`src/hdl/hhfp_pkg.sv`:
```
`default_nettype none

package hhfp_pkg;

    localparam int LEN_BITS = 32;
    localparam int CL_BITS  = 32;
    localparam int NAME_LEN = 15;

    localparam logic [2:0] KIND_METHOD   = 3'd0;
    localparam logic [2:0] KIND_PATH     = 3'd1;
    localparam logic [2:0] KIND_QUERY    = 3'd2;
    localparam logic [2:0] KIND_PAYLOAD  = 3'd3;
    localparam logic [2:0] KIND_HDR_DONE = 3'd4;

    localparam logic [7:0] CH_SP    = 8'h20;
    localparam logic [7:0] CH_QMARK = 8'h3F;
    localparam logic [7:0] CH_EQ    = 8'h3D;
    localparam logic [7:0] CH_CR    = 8'h0D;
    localparam logic [7:0] CH_LF    = 8'h0A;

    typedef struct packed {
        logic                valid;
        logic [2:0]          kind;
        logic [7:0]          out_byte;
        logic [CL_BITS-1:0]  body_len;
        logic                last_payload;
    } hhfp_result_t;

    function automatic logic [7:0] key_char(input logic [3:0] pos);
        logic [7:0] ch;
        case (pos)
            4'd0:    ch = "C";
            4'd1:    ch = "o";
            4'd2:    ch = "n";
            4'd3:    ch = "t";
            4'd4:    ch = "e";
            4'd5:    ch = "n";
            4'd6:    ch = "t";
            4'd7:    ch = "-";
            4'd8:    ch = "L";
            4'd9:    ch = "e";
            4'd10:   ch = "n";
            4'd11:   ch = "g";
            4'd12:   ch = "t";
            4'd13:   ch = "h";
            4'd14:   ch = ":";
            default: ch = 8'h00;
        endcase
        return ch;
    endfunction

    function automatic logic [CL_BITS-1:0] to_cl(input logic [LEN_BITS-1:0] len);
        logic [LEN_BITS+CL_BITS-1:0] wide;
        wide = {{CL_BITS{1'b0}}, len};
        return wide[CL_BITS-1:0];
    endfunction

endpackage

`default_nettype wire

```
`src/hdl/hhfp_if.sv`:
```
`default_nettype none

interface hhfp_in_if;
    logic       valid;
    logic       ready;
    logic [7:0] in_byte;
    logic       msg_start;

    modport source (output valid, output in_byte, output msg_start, input ready);
    modport sink   (input valid, input in_byte, input msg_start, output ready);
endinterface

interface hhfp_out_if;
    logic        valid;
    logic        ready;
    logic [2:0]  kind;
    logic [7:0]  out_byte;
    logic [31:0] body_len;
    logic        last_payload;

    modport source (output valid, output kind, output out_byte, output body_len,
                    output last_payload, input ready);
    modport sink   (input valid, input kind, input out_byte, input body_len,
                    input last_payload, output ready);
endinterface

interface hhfp_cfg_if;
    logic valid;
    logic ready;
    logic parse_mode;

    modport source (output valid, output parse_mode, input ready);
    modport sink   (input valid, input parse_mode, output ready);
endinterface

`default_nettype wire

```
`src/hdl/http_header_field_parser_unit.sv`:
```
// HTTP header field parser.
// msg channel: one message byte per transaction, with msg_start marking the
// first byte of a new message (which restarts the parse).
// res channel: at most one result transaction per input byte: method, path,
// query/status or payload bytes, and one headers-done marker carrying the
// parsed Content-Length. Bytes that yield nothing are absorbed silently.
// cfg channel: parse_mode, 0 = request line, 1 = status line; always ready.
// A byte is taken into the input register, parsed from there, and its result
// is captured in the result register that drives res; one byte per cycle
// while res does not stall, limited by the single parse-state update per byte.
// Reset (rst_n low, asynchronous) clears the parse state, parse_mode and the
// valid bits of both pipeline registers; no result is pending after reset.
// When res stalls, the result register holds, an empty input register still
// takes one more byte, and then msg.ready drops until res moves.
`default_nettype none

module http_header_field_parser_unit
    import hhfp_pkg::*;
(
    input  wire logic  clk,
    input  wire logic  rst_n,
    hhfp_in_if.sink    msg,
    hhfp_out_if.source res,
    hhfp_cfg_if.sink   cfg
);

    logic         mode_reg;
    logic         a_valid_reg;
    logic [7:0]   a_byte_reg;
    logic         a_start_reg;
    logic         r_valid_reg;
    hhfp_result_t r_data_reg;
    hhfp_result_t core_res;
    logic         advance;

    assign advance   = !r_valid_reg || res.ready;
    assign msg.ready = !a_valid_reg || advance;
    assign cfg.ready = 1'b1;

    hhfp_parse u_parse (
        .clk        (clk),
        .rst_n      (rst_n),
        .step       (a_valid_reg && advance),
        .in_byte    (a_byte_reg),
        .msg_start  (a_start_reg),
        .parse_mode (mode_reg),
        .result     (core_res)
    );

    always_ff @(posedge clk or negedge rst_n)
    begin
        if (!rst_n)
        begin
            mode_reg    <= 1'b0;
            a_valid_reg <= 1'b0;
            r_valid_reg <= 1'b0;
        end
        else
        begin
            if (cfg.valid)
            begin
                mode_reg <= cfg.parse_mode;
            end
            if (msg.ready)
            begin
                a_valid_reg <= msg.valid;
            end
            if (advance)
            begin
                r_valid_reg <= a_valid_reg && core_res.valid;
            end
        end
    end

    always_ff @(posedge clk)
    begin
        if (msg.ready && msg.valid)
        begin
            a_byte_reg  <= msg.in_byte;
            a_start_reg <= msg.msg_start;
        end
        if (advance && a_valid_reg && core_res.valid)
        begin
            r_data_reg <= core_res;
        end
    end

    assign res.valid          = r_valid_reg;
    assign res.kind           = r_data_reg.kind;
    assign res.out_byte       = r_data_reg.out_byte;
    assign res.body_len       = r_data_reg.body_len;
    assign res.last_payload   = r_data_reg.last_payload;

endmodule

`default_nettype wire

```
`src/hdl/hhfp_parse.sv`:
```
`default_nettype none

module hhfp_parse
    import hhfp_pkg::*;
(
    input  wire logic         clk,
    input  wire logic         rst_n,
    input  wire logic         step,
    input  wire logic [7:0]   in_byte,
    input  wire logic         msg_start,
    input  wire logic         parse_mode,
    output hhfp_result_t      result
);

    localparam logic [3:0] ST_FIRST   = 4'd0;
    localparam logic [3:0] ST_PATH    = 4'd1;
    localparam logic [3:0] ST_SKIPQ   = 4'd2;
    localparam logic [3:0] ST_QVAL    = 4'd3;
    localparam logic [3:0] ST_EOL     = 4'd4;
    localparam logic [3:0] ST_NAME    = 4'd5;
    localparam logic [3:0] ST_VALUE   = 4'd6;
    localparam logic [3:0] ST_LINEEND = 4'd7;
    localparam logic [3:0] ST_STATUS  = 4'd8;
    localparam logic [3:0] ST_HDRCR   = 4'd9;
    localparam logic [3:0] ST_PAYLOAD = 4'd10;
    localparam logic [3:0] ST_STOP    = 4'd11;

    logic [3:0]          stage_reg, stage_next, stage_cur;
    logic [4:0]          pos_reg, pos_next, pos_cur;
    logic                match_reg, match_next, match_cur;
    logic [LEN_BITS-1:0] accum_reg, accum_next, accum_cur;
    logic [1:0]          done_reg, done_next, done_cur;
    logic [LEN_BITS-1:0] len_reg, len_next, len_cur;
    logic [LEN_BITS-1:0] left_reg, left_next, left_cur;

    logic                is_digit;
    logic                is_blank;
    logic [LEN_BITS-1:0] digit_val;
    logic [LEN_BITS-1:0] accum_x10;

    always_comb
    begin
        stage_cur = msg_start ? ST_FIRST : stage_reg;
        pos_cur   = msg_start ? 5'd0 : pos_reg;
        match_cur = msg_start ? 1'b1 : match_reg;
        accum_cur = msg_start ? '0 : accum_reg;
        done_cur  = msg_start ? 2'd0 : done_reg;
        len_cur   = msg_start ? '0 : len_reg;
        left_cur  = msg_start ? '0 : left_reg;
    end

    assign is_digit  = in_byte inside {[8'h30:8'h39]};
    assign is_blank  = in_byte inside {CH_SP, [8'h09:8'h0C]};
    assign digit_val = {{(LEN_BITS-4){1'b0}}, in_byte[3:0]};
    assign accum_x10 = {accum_cur[LEN_BITS-4:0], 3'b000} + {accum_cur[LEN_BITS-2:0], 1'b0};

    always_comb
    begin
        stage_next = stage_cur;
        pos_next   = pos_cur;
        match_next = match_cur;
        accum_next = accum_cur;
        done_next  = done_cur;
        len_next   = len_cur;
        left_next  = left_cur;

        result.valid          = 1'b0;
        result.kind           = KIND_METHOD;
        result.out_byte       = in_byte;
        result.body_len       = to_cl(len_cur);
        result.last_payload   = 1'b0;

        if (stage_cur == ST_PAYLOAD)
        begin
            result.valid        = 1'b1;
            result.kind         = KIND_PAYLOAD;
            result.last_payload = (left_cur == LEN_BITS'(1));
            left_next           = left_cur - LEN_BITS'(1);
            if (left_cur == LEN_BITS'(1))
            begin
                stage_next = ST_STOP;
            end
        end
        else if (in_byte == 8'h00)
        begin
            stage_next = ST_STOP;
        end
        else
        begin
            case (stage_cur)
                ST_FIRST:
                begin
                    if (!parse_mode)
                    begin
                        if (in_byte == CH_SP)
                        begin
                            stage_next = ST_PATH;
                        end
                        else
                        begin
                            result.valid = 1'b1;
                            result.kind  = KIND_METHOD;
                        end
                    end
                    else if (in_byte == CH_SP)
                    begin
                        stage_next = ST_STATUS;
                    end
                end
                ST_PATH:
                begin
                    if (in_byte == CH_QMARK)
                    begin
                        stage_next = ST_SKIPQ;
                    end
                    else
                    begin
                        result.valid = 1'b1;
                        result.kind  = KIND_PATH;
                    end
                end
                ST_SKIPQ:
                begin
                    if (in_byte == CH_EQ)
                    begin
                        stage_next = ST_QVAL;
                    end
                end
                ST_QVAL:
                begin
                    if (in_byte == CH_SP)
                    begin
                        stage_next = ST_EOL;
                    end
                    else
                    begin
                        result.valid = 1'b1;
                        result.kind  = KIND_QUERY;
                    end
                end
                ST_STATUS:
                begin
                    if (in_byte == CH_CR)
                    begin
                        stage_next = ST_EOL;
                    end
                    else
                    begin
                        result.valid = 1'b1;
                        result.kind  = KIND_QUERY;
                    end
                end
                ST_EOL:
                begin
                    if (in_byte == CH_LF)
                    begin
                        stage_next = ST_NAME;
                    end
                end
                ST_NAME:
                begin
                    if (in_byte == CH_CR)
                    begin
                        stage_next = ST_HDRCR;
                    end
                    else if (in_byte == CH_SP)
                    begin
                        stage_next = ST_VALUE;
                    end
                    else
                    begin
                        if (pos_cur >= 5'(NAME_LEN) || key_char(pos_cur[3:0]) != in_byte)
                        begin
                            match_next = 1'b0;
                        end
                        if (pos_cur != 5'd31)
                        begin
                            pos_next = pos_cur + 5'd1;
                        end
                    end
                end
                ST_VALUE:
                begin
                    if (in_byte == CH_CR)
                    begin
                        stage_next = ST_LINEEND;
                    end
                    else if (done_cur == 2'd0)
                    begin
                        if (is_digit)
                        begin
                            accum_next = digit_val;
                            done_next  = 2'd1;
                        end
                        else if (!is_blank)
                        begin
                            done_next = 2'd2;
                        end
                    end
                    else if (done_cur == 2'd1)
                    begin
                        if (is_digit)
                        begin
                            accum_next = accum_x10 + digit_val;
                        end
                        else
                        begin
                            done_next = 2'd2;
                        end
                    end
                end
                ST_LINEEND:
                begin
                    if (match_cur && pos_cur == 5'(NAME_LEN))
                    begin
                        len_next = accum_cur;
                    end
                    pos_next   = 5'd0;
                    match_next = 1'b1;
                    accum_next = '0;
                    done_next  = 2'd0;
                    stage_next = ST_NAME;
                end
                ST_HDRCR:
                begin
                    result.valid    = 1'b1;
                    result.kind     = KIND_HDR_DONE;
                    result.out_byte = 8'h00;
                    left_next       = len_cur;
                    stage_next      = (len_cur != '0) ? ST_PAYLOAD : ST_STOP;
                end
                default:
                begin
                    stage_next = ST_STOP;
                end
            endcase
        end
    end

    always_ff @(posedge clk or negedge rst_n)
    begin
        if (!rst_n)
        begin
            stage_reg <= ST_FIRST;
            pos_reg   <= 5'd0;
            match_reg <= 1'b1;
            accum_reg <= '0;
            done_reg  <= 2'd0;
            len_reg   <= '0;
            left_reg  <= '0;
        end
        else if (step)
        begin
            stage_reg <= stage_next;
            pos_reg   <= pos_next;
            match_reg <= match_next;
            accum_reg <= accum_next;
            done_reg  <= done_next;
            len_reg   <= len_next;
            left_reg  <= left_next;
        end
    end

endmodule

`default_nettype wire

```
`src/flat_wrapper.sv`:
```
// flat-port wrapper written by rule: the top's interface ports become plain ports
module http_header_field_parser_unit_flat import hhfp_pkg::*;
  (clk, rst_n, msg_valid, msg_in_byte, msg_msg_start, msg_ready, res_valid, res_kind, res_out_byte, res_body_len, res_last_payload, res_ready, cfg_valid, cfg_parse_mode, cfg_ready);
  hhfp_in_if msg_i ();
  hhfp_out_if res_i ();
  hhfp_cfg_if cfg_i ();
  input  wire logic clk;
  input  wire logic rst_n;
  input wire logic [$bits(msg_i.valid)-1:0] msg_valid;
  input wire logic [$bits(msg_i.in_byte)-1:0] msg_in_byte;
  input wire logic [$bits(msg_i.msg_start)-1:0] msg_msg_start;
  output wire logic [$bits(msg_i.ready)-1:0] msg_ready;
  output wire logic [$bits(res_i.valid)-1:0] res_valid;
  output wire logic [$bits(res_i.kind)-1:0] res_kind;
  output wire logic [$bits(res_i.out_byte)-1:0] res_out_byte;
  output wire logic [$bits(res_i.body_len)-1:0] res_body_len;
  output wire logic [$bits(res_i.last_payload)-1:0] res_last_payload;
  input wire logic [$bits(res_i.ready)-1:0] res_ready;
  input wire logic [$bits(cfg_i.valid)-1:0] cfg_valid;
  input wire logic [$bits(cfg_i.parse_mode)-1:0] cfg_parse_mode;
  output wire logic [$bits(cfg_i.ready)-1:0] cfg_ready;
  assign msg_i.valid = msg_valid;
  assign msg_i.in_byte = msg_in_byte;
  assign msg_i.msg_start = msg_msg_start;
  assign msg_ready = msg_i.ready;
  assign res_valid = res_i.valid;
  assign res_kind = res_i.kind;
  assign res_out_byte = res_i.out_byte;
  assign res_body_len = res_i.body_len;
  assign res_last_payload = res_i.last_payload;
  assign res_i.ready = res_ready;
  assign cfg_i.valid = cfg_valid;
  assign cfg_i.parse_mode = cfg_parse_mode;
  assign cfg_ready = cfg_i.ready;
  http_header_field_parser_unit u_core (.clk(clk), .rst_n(rst_n), .msg(msg_i), .res(res_i), .cfg(cfg_i));
endmodule
```
`config.mk`:
```
export PLATFORM = sky130hd
export DESIGN_NAME = http_header_field_parser_unit_flat
export DESIGN_NICKNAME = d
export VERILOG_FILES = /design/src/hdl/hhfp_pkg.sv /design/src/hdl/hhfp_if.sv /design/src/hdl/http_header_field_parser_unit.sv /design/src/hdl/hhfp_parse.sv /design/src/flat_wrapper.sv
export SDC_FILE = /design/constraint.sdc
export NUM_CORES = 1
export LEC_CHECK = 0
export ABC_AREA = 1
export BUFFER_PORTS_ARGS = -buffer_cell sky130_fd_sc_hd__buf_2
export CAP_MARGIN = 40
export CORE_MARGIN = 5
export CORE_UTILIZATION = 60
export DETAILED_ROUTE_END_ITERATION = 16
export GPL_ROUTABILITY_DRIVEN = 1
export PLACE_DENSITY = 0.78
export SYNTH_ARGS = -nofsm -noshare
export SYNTH_HDL_FRONTEND = slang
export SYNTH_HIERARCHICAL = 1
export SYNTH_SLANG_ARGS = --single-unit
```
`constraint.sdc`:
```
create_clock -name clk -period 7.9 [get_ports clk]
set_input_delay 0.79 -clock clk [delete_from_list [all_inputs] [get_ports clk]]
set_output_delay 0.79 -clock clk [all_outputs]
set_load 0.005 [all_outputs]
```
==> results of run 1 <==
[critical path, delay by kind of cell (launching register included)]
family	cells	cell delay, ps
AOI/OAI and AO/OA	3	550
buffers and inverters	5	1810
DFF	1	700
and+or+nand+nor	5	1170
[cell families after synthesis]
family          after synthesis  synth area share [%]
simple gates                857                 27.76
compound gates              457                 19.08
buf+inv                     377                 11.47
flops                       164                 34.04
fa+ha+maj                    65                 6.393
xor+xnor                     18                 1.228
other cells                   1               0.02921
[power by group through the flow]
stage | sequential [uW] | combinational [uW] | clock [uW]
global placement | 1260 | 1580 | 0
CTS | 1260 | 1660 | 842
finish | 1260 | 1690 | 829
global route | 1280 | 1890 | 874
detailed placement | 1270 | 1650 | 0
floorplan | 1250 | 1210 | 0
[cell type report]
type,count,area (sq um),area share (%)
clock inverter,15,156.4,1.123
sequential,164,4370,31.38
inverter,299,1124,8.068
clock buffer,17,425.4,3.055
tap,275,344.1,2.471
timing repair buffer,78,500.5,3.594
multi-input combinational,1398,7007,50.31
[layer usage]
metal	track usage, %	part of all wire [%]	vias to the layer above
met1	44.49	43	6035
met5	0	0	-
met2	48.47	45	761
met3	4.895	10	85
li1	-	-	6390
met4	9.504	2.8	0
[worst min-delay path by stage]
stage                           startpoint                          end  slack (ps)  depth (start not counted)
2_1_floorplan  u_core/u_parse/accum_reg[3]  u_core/u_parse/accum_reg[3]         450                          2
3_3_place_gp    u_core/u_parse/len_reg[28]   u_core/u_parse/len_reg[28]         470                          2
3_5_place_dp    u_core/u_parse/len_reg[28]   u_core/u_parse/len_reg[28]         470                          2
4_1_cts                              rst_n   u_core/u_parse/left_reg[4]         360                          1
5_1_grt                              rst_n   u_core/u_parse/left_reg[4]         380                          1
6_report                             rst_n   u_core/u_parse/left_reg[4]         340                          1
[stage by stage]
step | std cells | power (uW) | setup slack, ps
4_1_cts | 2246 | 3759 | 3760
2_1_floorplan | 1939 | 2453 | 4037
3_5_place_dp | 2214 | 2917 | 3801
3_3_place_gp | 2209 | 2846 | 3749
5_1_grt | 2246 | 4053 | 3348
6_report | 2246 | 3783 | 3562
[cells in the final DEF, fill, tap and decap left out, types with 15 or more instances in the layout]
cell type    n
inv_1      293
ha_1        64
clkbuf_16   17
a21oi_1    189
edfxtp_1    53
nor2_1     223
a31oi_1     21
nand4_1     15
dfrtp_1    110
nand2_1    457
o21ai_0    187
o211ai_1    24
buf_2       60
nor3_1      21
nand3_1     95
==> out/results.ini, run 1 <==
[power_and_ir_drop]
ir_drop_uv = 160.3
pwr-share-seq_pct = 33.3
powerDensity_nw_per_um2 = 271.7
internal_power_uw = 2098
power_frac_comb_pct = 44.8
leakage_uw = 0.007044
clkPwrFrac_pct = 21.9
p_sw_share_pct = 44.54
net-switching-power_uw = 1685

[timing]
relSlewSlack_pct = 36.80
final.min_clock_period_ps = 4338
hold_viol = 0
setup_viol = 0
clock_skew_ps = 19.77
worst_slew_pin_slew_ps = 946.9
whs_ps = 339.8
finalSetupTns_ps = 0
maxClockFrequency_ghz = 0.2305
fin_crit_sh_pct = 54.91
rsz0062_at_grt = no
drv_slew = 0

[global_route]
grt_pass1_wl_mm = 61.58
grt_max_degree = 67
grt_pass1_vias = 12200
antenna_found_initial = 0
grt_use_total_pct = 30.96
overflow = 0

[placed_design]
hpwlAfterDp_mm = 27.15
finalWeightedCongestion = 1.012
io_buffers = 60
post_dp_cell_area_sq_um = 13350

[detailed_routing]
dr.pass1.iters = 6
wirelength_mm = 38.04
drtIter0Drc = 1694
drtAntennaViolNets = 0
drc = 0
vias = 13270
via_per_inst = 5.909
routedWlPerCell_um = 16.93

[finish]
fill_cells = 1917
diodes = 0
utilization_pct = 66.25
drive_above_1_share_pct = 7.407
fin_area_sq_um = 13930
synthToLayoutAreaGrowth_pct = 8.468
nets = 2038

[clock_network]
cts_tree = done
clk_pin_slew_ps = 80
htreeDepth = 4
root_buffer = clkbuf_16
worstSkewPairLatency_ps = 430
post_cts_buffers = 0
cts_resized = 0
numCtsBuffers = 17
clock_tree.buffer_depth = 2
cts.sinks = 164
holdBufCountCts = 0

[setup_path]
r2r-start = u_core/a_start_reg
cp-startpoint = u_core/a_start_reg
rr_worst_depth = 13
cp_common_cell = nor2_1
cp_max_fo = 32
slowest_stage = edfxtp_1
crit_end = u_core/u_parse/accum_reg[5]
worst_ep_required_time_ps = 8250
crit_chain = inv_2, buf_16, nand2_1, nor2_1, inv_1, nor2_1, nand2_1, buf_4, nor2_1, inv_1, a21oi_1, o21ai_0, a22oi_1
r2r_slack_ps = 3560
arrival_ps = 4680
reg2reg_to = u_core/u_parse/accum_reg[5]
cp_slowest_stage_delay_ps = 700
critPathLaunchType = flop
cp-end-kind = flop
path_class = reg2reg

[synthesis]
synthTopCellsByCount = nand2_1 (457), inv_1 (294), nor2_1 (225), a21oi_1 (189), o21ai_0 (187)
ys_ff_latch = 164
synthFlopType = dfrtp_1
synth.distinct_cells = 51
synth.most_common_cell = nand2_1
post_synth.cell_area_avg_sq_um = 6.622
ys_seq_area_share_pct = 34.04
yosysWarnings = 6
synth_area_leader_cell = dfrtp_1
async_flop_share_pct = 67.68
syn-cell-area_sq_um = 12840
syn_inst = 1939
postSynthNetCount = 2019
synth.top_cell.area_share_pct = 21.44
synth_area_leaders = dfrtp_1 (21%), nand2_1 (13%), edfxtp_1 (12%), inv_1 (8.6%), a21oi_1 (7.4%)
synth_edf_count = 53

[die]
die_h_um = 156.3
die_x_um = 156.3
start_util_pct = 61.08
row_count = 53
dieArea_sq_um = 24430
design.core.area_sq_um = 21020
ios = 62

[run]
maxCapViolCount = 0

[worst_hold_path]
min-delay-path-class = in2async

[run_status]
status = completed

(Power assumes the default switching activity.)
==> run 2, diff against run 1 <==
- CORE_UTILIZATION: 60 -> 57
- clock period: 7.9 -> 3.7 ns (I/O delays scaled with it)
==> run 2 against run 1 <==
The run now ends with negative hold slack left. Sequential cell count unchanged. Register-to-register slack got worse by 3300 ps. Maximum frequency increased by 26%. Combinational power increased by 110%.
==> out/results.ini, run 2 (synthesis gave the netlist of run 1 again) <==
[power_and_ir_drop]
p_sw_share_pct = 42.84  ; -1.7 points
clkPwrFrac_pct = 22.4  ; +0.5 points
power_frac_comb_pct = 44.4  ; -0.4 points
internal_power_uw = 4613  ; +120%
powerDensity_nw_per_um2 = 575.3  ; +110%
p_total_uw = 8071  ; +110%
net-switching-power_uw = 3457  ; +110%
leakage_uw = 0.007102  ; +0.83%
pwr-share-seq_pct = 33.2  ; about the same
ir_drop_uv = 308.0  ; +92%

[finish]
mostFrequentLayoutCell = nand2_1
drive_above_1_share_pct = 7.917  ; +0.51 points
nets = 2050  ; +0.59%
final_cell_mix = nand2_1 (457), inv_1 (293), nor2_1 (223)
fill_cells = 2038  ; +6.3%
synthToLayoutAreaGrowth_pct = 9.258
diodes = 0  ; unchanged

[timing]
relSlewSlack_pct = 43.51  ; +6.7 points
setup_viol = 0  ; unchanged
hold_viol = 7  ; +7
whs_ps = -12.15  ; -352.0 ps
worst_slew_pin_slew_ps = 844.3  ; -102.6 ps
final.min_clock_period_ps = 3439  ; -899.4 ps
fin_crit_sh_pct = 92.94  ; +38 points
finalSetupTns_ps = 0  ; unchanged
maxClockFrequency_ghz = 0.2908  ; +26%
clock_skew_ps = 8.252  ; -11.51 ps
rsz0062_at_grt = no
drv_slew = 0  ; unchanged

[global_route]
grt_max_degree = 74  ; +10%
antenna_found_initial = 0  ; unchanged
grt_use_total_pct = 28.69  ; -2.3 points
grt_pass1_vias = 12280  ; +0.65%
overflow = 0  ; unchanged
grt_pass1_wl_mm = 61.21  ; -0.59%

[die]
dieArea_sq_um = 25630  ; +4.9%
row_count = 55  ; +3.8%
ios = 62  ; unchanged
start_util_pct = 57.23  ; -3.8 points
die_x_um = 160.1  ; +2.4%
design.core.area_sq_um = 22430  ; +6.7%
die_h_um = 160.1  ; +2.4%

[clock_network]
clk_pin_slew_ps = 70  ; about the same
worstSkewPairLatency_ps = 430  ; about the same
cts_tree = done
cts_resized = 0  ; unchanged
cts.sinks = 164  ; unchanged
htreeDepth = 4  ; unchanged
clock_tree.buffer_depth = 2  ; unchanged
post_cts_buffers = 0  ; unchanged
numCtsBuffers = 17  ; unchanged
root_buffer = clkbuf_16
holdBufCountCts = 0  ; unchanged

[placed_design]
finalWeightedCongestion = 0.9752  ; -3.6%
io_buffers = 60  ; unchanged
hpwlAfterDp_mm = 26.84  ; -1.1%

[setup_path]
rr_worst_depth = 12  ; -1
cp-end-kind = flop
worst_ep_required_time_ps = 4040  ; -4210 ps
critPathLaunchType = flop
arrival_ps = 3780  ; -900 ps
cp_max_fo = 27  ; -16%
path_class = reg2reg

[detailed_routing]
routedWlPerCell_um = 16.26  ; -4.0%
via_per_inst = 5.776  ; -2.2%
vias = 13100  ; -1.3%
drc = 0  ; unchanged
wirelength_mm = 36.88  ; -3.0%
drtIter0Drc = 1467  ; -13%
drtAntennaViolNets = 0  ; unchanged
dr.pass1.iters = 6  ; unchanged

[worst_hold_path]
min-delay-path-class = in2async

[run_status]
status = finished, violations left
failed_checks = negative hold slack

[run]
maxCapViolCount = 0  ; unchanged

-- run 2: cell types whose count changed in the layout (fill, tap and decap cells not counted), sizes merged --
cell | previous run | this run
buf | 78 | 90
bufinv | 0 | 2
inv | 306 | 304
clkinv | 7 | 6
clkinvlp | 1 | 2
-- run 2: critical path: stages, from the launching register on --
cell	delay (ps)
edfxtp_1	480
inv_2	130
buf_12	190
nand2_1	150
nor2_1	210
inv_1	100
nor2_1	100
nand2_1	130
nor2_1	670
inv_1	620
a21oi_1	270
o21ai_0	120
a22oi_1	160
-- run 2: path summary, 6_finish.rpt --
kind / slack (ps) / from / end
worst max-delay path: 260 / u_core/a_start_reg / u_core/u_parse/accum_reg[5]
worst min-delay path: -10 / rst_n / u_core/u_parse/stage_reg[1]
worst max register to register: 260 / u_core/a_start_reg / u_core/u_parse/accum_reg[5]
worst min register to register: 490 / u_core/u_parse/len_reg[28] / u_core/u_parse/len_reg[28]
max in group asynchronous: 2870 / rst_n / u_core/u_parse/len_reg[7]
min in group clk: 110 / msg_msg_start / u_core/a_start_reg
-- run 2: area by class of cell --
| class | count | area [sq um] | area share [%] |
|---|---|---|---|
| multi-input cells | 1398 | 7007 | 49.95 |
| flip-flops and latches | 164 | 4370 | 31.15 |
| inverters | 299 | 1124 | 8.009 |
| repair buffers | 90 | 578.1 | 4.121 |
| clock buffers | 17 | 425.4 | 3.032 |
| well taps | 285 | 356.6 | 2.542 |
| clock inverters | 15 | 167.7 | 1.195 |
-- run 2: power by group through the flow --
stage | sequential (uW) | combinational (uW) | clock (uW)
floorplan | 2660 | 2580 | 0
finish | 2680 | 3590 | 1810
global placement | 2680 | 3420 | 0
detailed placement | 2700 | 3510 | 0
global route | 2740 | 4040 | 1900
CTS | 2670 | 3530 | 1820
-- run 2: per-stage QoR --
| step | util (%) | hold slack (ps) | instances | worst slack, ps | area (sq um) |
|---|---|---|---|---|---|
| global route | 62.53 | 31.75 | 2268 | 26.84 | 14030 |
| floorplan | - | 74.41 | 1939 | 383.8 | 12840 |
| global placement | 59.89 | 460.4 | 2236 | 485.0 | 13440 |
| CTS | 62.53 | 2.092 | 2268 | 395.7 | 14030 |
| finish | 62.53 | -12.15 | 2268 | 261.2 | 14030 |
| detailed placement | 59.89 | 459.8 | 2236 | 430.0 | 13440 |
-- run 2: layer usage --
metal | track usage [%] | part of all wire [%]
met2 | 45.61 | 45
met4 | 8.369 | 1.8
met3 | 5.290 | 10
met5 | 0 | 0
met1 | 40.28 | 43
==> run 3, diff against run 2 <==
- CORE_ASPECT_RATIO: not set -> 0.5
- CORE_UTILIZATION: 57 -> 50
- PLACE_DENSITY: 0.78 -> 0.67
- clock period: 3.7 -> 3.3 ns (I/O delays scaled with it)
==> run 3 against run 2 <==
Non-clock buffer count rose by 76. Routed wire length rose by 11%. Cell count rose by 6.0%. Clock power rose by 9.9%. Maximum frequency rose by 11%. Worst hold slack improved by 72 ps. First-iteration DRC count fell by 0.61%. The run now ends clean. Die area rose by 14%.
==> out/results.ini, run 3 (synthesis gave the netlist of run 1 again) <==
[setup_path]
critPathLaunchType = flop
worst_ep_required_time_ps = 3660  ; -380 ps
arrival_ps = 3470  ; -310 ps
cp-startpoint = u_core/a_start_reg
path_class = reg2reg
r2r-start = u_core/a_start_reg
rr_worst_depth = 15  ; +3
reg2reg_to = u_core/u_parse/accum_reg[14]
crit_end = u_core/u_parse/accum_reg[14]
cp-end-kind = flop
cp_max_fo = 13  ; -52%
r2r_slack_ps = 190  ; -70 ps

[timing]
setup_viol = 0  ; unchanged
fin_crit_sh_pct = 94.24  ; +1.3 points
final.min_clock_period_ps = 3110  ; -328.9 ps
worst_slew_pin_slew_ps = 813.7  ; -30.54 ps
hold_viol = 0  ; -7
maxClockFrequency_ghz = 0.3216  ; +11%
relSlewSlack_pct = 45.75  ; +2.2 points
drv_slew = 0  ; unchanged
rsz0062_at_grt = yes
timing.final.ws_setup_ps = 190.1  ; -71.06 ps
clock_skew_ps = 9.509  ; +1.256 ps

[clock_network]
root_buffer = clkbuf_16
cts_tree = done
worstSkewPairLatency_ps = 440  ; about the same
clk_pin_slew_ps = 70  ; about the same
cts.sinks = 164  ; unchanged
htreeDepth = 4  ; unchanged
clock_tree.buffer_depth = 2  ; unchanged
numCtsBuffers = 17  ; unchanged

[die]
row_count = 41  ; -25%
die_h_um = 123.3  ; -23%
start_util_pct = 50.87  ; -6.4 points
die_x_um = 236.6  ; +48%
dieArea_sq_um = 29180  ; +14%
ios = 62  ; unchanged
design.core.area_sq_um = 25240  ; +13%

[power_and_ir_drop]
p_sw_share_pct = 43.47  ; +0.63 points
leakage_uw = 0.007476  ; +5.3%
clkPwrFrac_pct = 21.1  ; -1.3 points
internal_power_uw = 5325  ; +15%
powerDensity_nw_per_um2 = 635.5  ; +10%
pwr-share-seq_pct = 31.9  ; -1.3 points
power_frac_comb_pct = 47.0  ; +2.6 points
net-switching-power_uw = 4094  ; +18%
ir_drop_uv = 373.5  ; +21%

[placed_design]
pre_cts_slack_ps = -138.9  ; -568.9 ps
finalWeightedCongestion = 0.9210  ; -5.6%
hpwlAfterDp_mm = 30.04  ; +12%
io_buffers = 60  ; unchanged

[detailed_routing]
wl_met1_mm = 19.79  ; +25%
vias = 13240  ; +1.1%
dr.pass1.iters = 5  ; -1
drtAntennaViolNets = 0  ; unchanged
via_per_inst = 5.509  ; -4.6%
wl_met3_mm = 3.379  ; -8.9%
wirelength_mm = 40.77  ; +11%
drc = 0  ; unchanged
drtIter0Drc = 1458  ; -0.61%
wl_met2_mm = 17.19  ; +3.2%
highest_layer = met4
routedWlPerCell_um = 16.97  ; +4.3%

[finish]
utilization_pct = 58.73  ; -3.8 points
final_cell_mix = nand2_1 (455), inv_1 (284), nor2_1 (210)
diodes = 0  ; unchanged
drive_above_1_share_pct = 13.06  ; +5.1 points
mostFrequentLayoutCell = nand2_1
synthToLayoutAreaGrowth_pct = 15.44
nets = 2126  ; +3.7%

[global_route]
grt_pass1_wl_mm = 65.13  ; +6.4%
grt_max_degree = 72  ; -2.7%
overflow = 0  ; unchanged
grt_pass1_vias = 11970  ; -2.5%
grt_use_total_pct = 27.98  ; -0.71 points
antenna_found_initial = 0  ; unchanged

[worst_hold_path]
min-delay-path-class = in2reg

[run_status]
status = completed

[run]
maxCapViolCount = 0  ; unchanged

run 3: cell count changes in the layout (fill, tap and decap cells not counted), sizes merged:
cell	before	now
buf	90	165
inv	304	307
bufinv	2	0
clkinvlp	2	1
dlygate4sd3	0	1
run 3: per-layer routing:
metal | vias up | GRT usage (%)
li1 | 6555 | -
met5 | - | 0
met2 | 522 | 42.10
met1 | 6116 | 42.96
met3 | 45 | 4.613
met4 | 0 | 5.043
run 3: area by class of cell:
class / instances / area [sq um]
Clock buffer: 17 / 425.4
Clock inverter: 15 / 160.2
Fill cell: 2492 / 10420
Inverter: 299 / 1125
Multi-Input combinational cell: 1398 / 7131
Sequential cell: 164 / 4370
Tap cell: 344 / 430.4
Timing Repair Buffer: 166 / 1180
run 3: power by group through the flow:
stage / combinational (uW) / sequential, uW / clock (uW)
finish: 4420 / 3000 / 1990
floorplan: 2890 / 2980 / 0
CTS: 4300 / 3000 / 2020
global route: 4960 / 3060 / 2130
global placement: 4250 / 3030 / 0
detailed placement: 4280 / 3030 / 0
run 3: worst min-delay path by stage:
stage                               from                           to  slack [ps]  cells past startpoint
final                     msg_in_byte[3]         u_core/a_byte_reg[3]          60                      1
after detailed placement           rst_n  u_core/u_parse/accum_reg[6]         470                      1
after floorplan                    rst_n           u_core/a_valid_reg          30                      0
after global placement             rst_n  u_core/u_parse/accum_reg[6]         470                      1
after CTS                 msg_in_byte[0]         u_core/a_byte_reg[0]          50                      1
after global routing      msg_in_byte[0]         u_core/a_byte_reg[0]          50                      1
run 3: timing repair:
| action | CTS | global route |
|---|---|---|
| endpoints found under the hold margin | 3 | 0 |
| pin swaps | 0 | 1 |
| cloned | 0 | 0 |
| setup buffers | 0 | 2 |
| resized for setup | 3 | 39 |
| setup endpoints to repair | 3 | 65 |
| hold buffers | 1 | 0 |
run 3: metrics by stage:
stage          total power [uW]  TNS [ps]  cells  hold slack (ps)  cell area [sq um]
2_1_floorplan              5871         0   1939            34.41              12840
3_3_place_gp               7288    -301.2   2368            468.1              14080
3_5_place_dp               7304    -344.9   2368            467.8              14080
4_1_cts                    9319         0   2401            47.14              14690
5_1_grt                   10150    -84.73   2403            49.18              14820
6_report                   9419         0   2403            60.26              14820
run 3: worst max-delay path, cell delays in order (launching register included):
cell	delay (ps)
edfxtp_1	500
buf_6	220
nor2_2	230
ha_1	270
ha_1	370
nand2_1	170
nor2_1	200
nand2_1	110
nand3_1	220
nor2_1	70
nor3b_1	220
buf_4	170
o22ai_1	60
nand2_1	70
nand2_1	50
a21oi_1	110
